--- src/stereo_linear_triangulation_assert.svh ---
// ---------------------------------------------------------------------------
// stereo_linear_triangulation_assert.svh
// assertion macros for the triangulation block, empty in synthesis
// ---------------------------------------------------------------------------
`ifndef STEREO_LINEAR_TRIANGULATION_ASSERT_SVH
`define STEREO_LINEAR_TRIANGULATION_ASSERT_SVH
`ifndef SYNTHESIS
// checked only out of reset
`define SLT_ASSERT(lbl, prop, msg) \
  lbl: assert property (@(posedge clk) disable iff (rst) prop) else $error(msg);
// checked on every edge, reset included
`define SLT_ASSERT_ALWAYS(lbl, prop, msg) \
  lbl: assert property (@(posedge clk) prop) else $error(msg);
`else
`define SLT_ASSERT(lbl, prop, msg)
`define SLT_ASSERT_ALWAYS(lbl, prop, msg)
`endif
`endif

--- src/slt_pkg.sv ---
// ---------------------------------------------------------------------------
// slt_pkg
// widths, latencies, status codes and payload types of the triangulation block
// ---------------------------------------------------------------------------
package slt_pkg;

  localparam int CW        = 21;             // projection coefficient
  localparam int UW        = 15;             // image coordinate
  localparam int CFB       = 4;              // coordinate fraction bits
  localparam int OUT_FRAC  = 8;              // output fraction bits
  localparam int QW        = 32;             // output coordinate
  localparam int AW        = UW + CW + 2;    // row of the linear system
  localparam int EW        = 2 * AW + 2;     // normal equation entry
  localparam int DW        = 3 * EW + 3;     // determinant
  localparam int CHUNK     = 16;             // multiplier digit per stage
  localparam int NREG      = 8;
  localparam int RIW       = $clog2(NREG);
  localparam int IDXW      = 4;
  localparam int CFG_DW    = 64;
  localparam int WORDW     = 3 * CW;

  localparam int MUL_A_LAT = (AW + CHUNK - 1) / CHUNK;
  localparam int MUL_E_LAT = (EW + CHUNK - 1) / CHUNK;
  localparam int MUL_T_LAT = (2 * EW + 1 + CHUNK - 1) / CHUNK;
  localparam int DET_LAT   = MUL_E_LAT + MUL_T_LAT + 2;
  localparam int DIV_LAT   = QW + 2;

  localparam logic signed [QW-1:0] NONE_VAL = QW'(-(1 << OUT_FRAC));

  typedef enum logic [1:0] {
    ST_OK   = 2'd0,
    ST_NONE = 2'd1,
    ST_SING = 2'd2,
    ST_SAT  = 2'd3
  } slt_status_t;

  typedef struct packed {
    logic [UW-1:0] left_x;
    logic [UW-1:0] left_y;
    logic          left_found;
    logic [UW-1:0] right_x;
    logic [UW-1:0] right_y;
    logic          right_found;
  } slt_in_t;

  typedef struct packed {
    logic signed [QW-1:0] world_x;
    logic signed [QW-1:0] world_y;
    logic signed [QW-1:0] world_z;
    slt_status_t          status;
  } slt_out_t;

endpackage

--- src/slt_mul.sv ---
// ---------------------------------------------------------------------------
// slt_mul
// pipelined signed multiplier, one digit of b per stage
// ---------------------------------------------------------------------------
module slt_mul import slt_pkg::*; #(
  parameter int WA = AW,
  parameter int WB = AW,
  parameter int CH = CHUNK
) (
  input  logic                    clk,
  input  logic signed [WA-1:0]    a,
  input  logic signed [WB-1:0]    b,
  output logic signed [WA+WB-1:0] p
);

  localparam int NST = (WB + CH - 1) / CH;
  localparam int PW  = WA + WB;
  localparam int BP  = NST * CH;
  localparam int TW  = WA + CH + 1;

  logic signed [WA-1:0] a_q   [NST+1];
  logic signed [BP-1:0] b_q   [NST+1];
  logic signed [PW-1:0] acc_q [NST+1];

  for (genvar s = 0; s < NST; s++) begin : g_st
    logic signed [WA-1:0] a_i;
    logic signed [BP-1:0] b_i;
    logic signed [PW-1:0] acc_i;
    logic signed [CH:0]   dig;
    logic signed [TW-1:0] term;
    logic signed [PW-1:0] term_x;

    if (s == 0) begin : g_first
      assign a_i   = a;
      assign b_i   = BP'(b);
      assign acc_i = '0;
    end else begin : g_rest
      assign a_i   = a_q[s];
      assign b_i   = b_q[s];
      assign acc_i = acc_q[s];
    end

    // top digit carries the sign, lower digits are unsigned
    if (s == NST - 1) begin : g_top
      assign dig = {b_i[BP-1], b_i[s*CH +: CH]};
    end else begin : g_low
      assign dig = {1'b0, b_i[s*CH +: CH]};
    end

    assign term   = a_i * dig;
    assign term_x = PW'(term) <<< (s * CH);

    always_ff @(posedge clk) begin
      acc_q[s+1] <= acc_i + term_x;
    end

    if (s < NST - 1) begin : g_fwd
      always_ff @(posedge clk) begin
        a_q[s+1] <= a_i;
        b_q[s+1] <= b_i;
      end
    end
  end

  assign p = acc_q[NST];

endmodule

--- config.mk ---
export PLATFORM = sky130hd
export DESIGN_NAME = slt_mul
export DESIGN_NICKNAME = d
export VERILOG_FILES = /design/src/stereo_linear_triangulation_assert.svh /design/src/slt_pkg.sv /design/src/slt_mul.sv
export SDC_FILE = /design/constraint.sdc
export NUM_CORES = 2
export LEC_CHECK = 0
export ABC_AREA = 1
export BUFFER_PORTS_ARGS = -buffer_cell sky130_fd_sc_hd__buf_2
export CAP_MARGIN = 10
export CORE_UTILIZATION = 60
export DETAILED_ROUTE_END_ITERATION = 8
export PLACE_DENSITY = 0.77
export SKIP_LAST_GASP = 1
export SYNTH_ARGS = -nofsm -noshare
export SYNTH_HDL_FRONTEND = slang
export SYNTH_SLANG_ARGS = --single-unit
--- constraint.sdc ---
create_clock -name clk -period 21.7 [get_ports clk]
set_input_delay 4.34 -clock clk [delete_from_list [all_inputs] [get_ports clk]]
set_output_delay 4.34 -clock clk [all_outputs]
set_load 0.05 [all_outputs]
After elaboration in Yosys (flattened, before gate mapping):

Memories as Yosys holds them, arrays and structs flattened.
Index checks and enable logic that the tools add are counted.
Widths: inputs -> output; s select.

* register bits after elaboration: 0
* RAM bits: 648
* input bits: 77
* output and inout port bits: 76
* word-level logic and storage cells: 8
* memories: 3

Memories
* acc_q: words 4, bits a word 76, read ports 3, clocked after memory_dff 0, write ports 3, line slt_mul.sv:23 `logic signed [PW-1:0] acc_q [NST+1];`
* b_q: words 4, bits a word 48, read ports 2, clocked after memory_dff 0, write ports 2, line slt_mul.sv:22 `logic signed [BP-1:0] b_q [NST+1];`
* a_q: words 4, bits a word 38, read ports 2, clocked after memory_dff 0, write ports 2, line slt_mul.sv:21 `logic signed [WA-1:0] a_q [NST+1];`

* add/subtract/negate cells: 2
* multiply operators: 3

Operators by type and width (number)
* $mul 38x17->55: 2
* $add 76x71->76: 1
* $add 76x76->76: 1
* $mul 38x16->44: 1

Logic depth before layout (Yosys ltp):

An unclocked memory read counts as a cell.

* depth in word-level cells: 3
* mapped depth: 42
* gate-level depth less buffers: 41

Least setup slack after synthesis:

No wires, ideal clock.

* path type: in2reg
* start point: in a[13]
* end point: mem acc_q[0][126] (netlist bit)
* setup time: 0.121 ns
* data arrival time: 9.464 ns
* required time: 21.579 ns
* setup slack: 12.115 ns
* stages: 25
* buffers on the path: 2
* cell sequence: clkbuf_1 > clkbuf_1 > nand2_1 > fa_1 > inv_1 > fa_1 > inv_1 > fa_1 > inv_1 > fa_1 > inv_1 > fa_1 > inv_1 > fa_1 > ha_1 > a21oi_1 > o21ai_0 > o21bai_1 > nand2_1 > nand2_1 > nand2_1 > nand3_2 > nand2_1 > nand2_1 > xor2_1

RTL lines
* from (decl): line slt_mul.sv:11 `input logic signed [WA-1:0] a,`
* to (decl): line slt_mul.sv:23

==> impl_results.md <==
- Outcome: completed
- HP Start: acc_q[0][81]
- Routed via count divided by cell count: 5.40
- Register area share after synthesis: 8.46%
- Port Buf Inserts: 152
- Die width: 352 um
- Design Area, Final: 76400 um^2
- Worst reg2reg path startpoint: a_q[1][37]
- Top-level port count: 153
- Die area: 124000 um^2
- Area of the mapped netlist: 73600 um^2
- Critical path peak fanout: 38
- Top area cells in the synthesized netlist: fa_1 43%, inv_1 14%, nand2_1 11%, dfxtp_1 8.5%, ha_1 8.1%
- Final Slew Violations: 0
- Most frequently used flop master after synthesis: dfxtp_1
- Worst slew margin: 23.4%
- Antenna violations before repair: 12
- Register bit total from synthesis: 311
- Category of the worst setup path launch point: input port
- Clock Sink Count: 311
- Post-synthesis cell type count: 58
- Max-cap violations: 0
- Final hold violations: 0
- All-Layer GR Usage: 35.6%
- Cell Count, Final, Fillers Out: 10800
- Critical Path AT: 10.55 ns
- Synthesized Nets: 11500
- Worst r2r dst: acc_q[0][218]
- Data required, critical path: 22.28 ns
- Area inside the core boundary: 122000 um^2
- GR Overflow Total: 0
- Number of instances in the placed design: 10700
- Transition time at the pin with the least slew margin: 1.15 ns
- Number of synthesis warnings: 0
- GR met2 Demand/Resource: 58.0%
- Reg2Reg Depth: 27
- Area grow syn2layout: 3.85%
- Total Negative Setup Slacks: 0 ns
- Post-synth top area share: 43.1%
- Global-route layer with the greatest usage: met2
- Antenna-violating nets left: 0
- CTS-repair resized insts: 0
- Routed WL: 212000 um
- Final hold slack: 0.317 ns
- Pin count of the biggest net entering global routing: 42
- Vias: 58400
- Drt wl/cell: 19.6 um
- Setup repair after global routing missed its margin: false
- Post-CTS setup-driven buffer insertion count: 0
- Final worst path period share: 46.0%
- Iteration-0 DRC count of the detailed router: 4650
- Leading cell type in the layout, fill and taps excluded: inv_1
- RePlAce Congestion: 1.04
- Async set-reset flop share out of synthesis: 0%
- Met3 global-route usage: 5.90%
- Final number of setup-violating endpoints: 0
- First-pass detailed-route iteration total: 8
- Clk root buf: clkbuf_16
- Die Height: 352 um
- Cell Rows: 128
- Gate count of the mapped netlist: 9315
- Via count of the first global-routing pass: 64100
- Clk Latency, worst-skew pair: 0.65 ns
- DR DRC count: 0
- Post-DP Area: 74900 um^2
- Clock tree from TritonCTS: yes
- Filler cell count in the final layout: 10600
- Nets: 11300
- TritonCTS Buffers: 42
- M1 GR Usage: 45.9%
- Hold Crit Depth: 0
- Half-perimeter wire length after detailed placement: 179000 um
- Initial core utilization: 60.5%
- Tmin final: 9.97 ns
- Setup clock skew after layout: 0.0184 ns
- Worst Hold Class: reg2reg
- Hold Path End: acc_q[0][157]
- Commonest cells after routing, fill and taps aside: 2772 x inv_1, 2134 x nand2_1, 1584 x fa_1
- Fmax achieved: 100 MHz
- Number of enable-type register cells in the synthesized netlist: 0
- Crit Path Class: in2reg
- Sort of element at the end of the critical path: flip-flop
- Reg-to-reg setup timing slack: 12.89 ns
- Share of layout cells above drive strength 1: 4.18%
- CTS Hold Buffers Added: 0
- Average cell area after synthesis: 7.90 um^2
- First-pass GRT wire length: 343000 um
- Number of H-tree levels: 2
- Clock slew seen by the registers of the worst setup and hold paths: 0.07 ns
- Longest Clk Path Bufs: 3
- Dominant cell type by area after synthesis: fa_1
critical path, stage by stage:
cell     delay (ns)
buf_2          0.74
nand2_1        0.20
fa_1           0.60
inv_1          0.06
fa_1           0.53
inv_1          0.06
fa_1           0.50
inv_1          0.06
fa_1           0.53
inv_1          0.05
fa_1           0.48
inv_1          0.05
fa_1           0.45
ha_1           0.37
nand2_1        0.16
nor4_1         0.63
nand4_1        0.23
nand3_2        0.20
nand2_1        0.07
nand2_1        0.07
xor2_1         0.15
per-stage QoR:
| stage | util, % | setup slack [ns] |
|---|---|---|
| 6_report | 62.8 | 11.73 |
| 5_1_grt | 62.8 | 11.50 |
| 4_1_cts | 62.8 | 11.93 |
| 3_5_place_dp | 61.5 | 11.26 |
| 3_3_place_gp | 61.5 | 11.25 |
| 2_1_floorplan | - | 12.11 |
cell usage after synthesis, drive strengths merged (56+ instances only):
| master | instances |
|---|---|
| nor2 | 414 |
| o21ai | 194 |
| a31oi | 56 |
| ha | 474 |
| xor2 | 166 |
| dfxtp | 311 |
| fa | 1584 |
| a21oi | 310 |
| nand2 | 2156 |
| buf | 101 |
| nand3 | 161 |
| clkbuf | 285 |
| inv | 2783 |
| xnor2 | 76 |
flip-flops by register name, summed over array words and instances (netlist names):
name and count:
a_q 76, acc_q 207, b_q 28
per-layer routing:
metal,wire length [um],up-vias
li1,-,26200
met1,83000,28900
met4,13000,10
met2,98100,2640
met3,17900,653
met5,65,-
area by class of cell:
cell class | count | area [um^2] | share of cell area (%)
diodes | 2 | 5.00 | 0.00655
clock buffers | 49 | 1120 | 1.46
clock inverters | 29 | 402 | 0.525
inverters | 2783 | 10400 | 13.7
multi-input cells | 5835 | 55200 | 72.2
flip-flops and latches | 311 | 6230 | 8.15
well taps | 1625 | 2030 | 2.66
repair buffers | 186 | 1020 | 1.33
how the worst max path moves through the flow:
stage                     slack [ns]  cells past startpoint            end   from
after floorplan                12.11                     25  acc_q[0][126]  a[13]
after global routing           11.50                     21  acc_q[0][151]   b[2]
after global placement         11.25                     23  acc_q[0][151]   b[2]
after detailed placement       11.26                     19  acc_q[0][129]   b[2]
after CTS                      11.93                     21  acc_q[0][151]   b[2]
final                          11.73                     21  acc_q[0][119]   b[2]
cells by family after synthesis:
kind of cell             after synthesis  share of synthesized area, %
flip-flops                           311                          8.46
AO/OA/AOI/OAI                        698                          5.58
AND/OR/NAND/NOR                     2837                          15.4
buffers and inverters               3169                          16.6
XOR/XNOR                             242                          2.88
adder cells (fa/ha/maj)             2058                          51.1
Power is left out: the tool's default activity adds up to more than one toggle a clock period on the data nets, which glitch-free logic cannot reach.
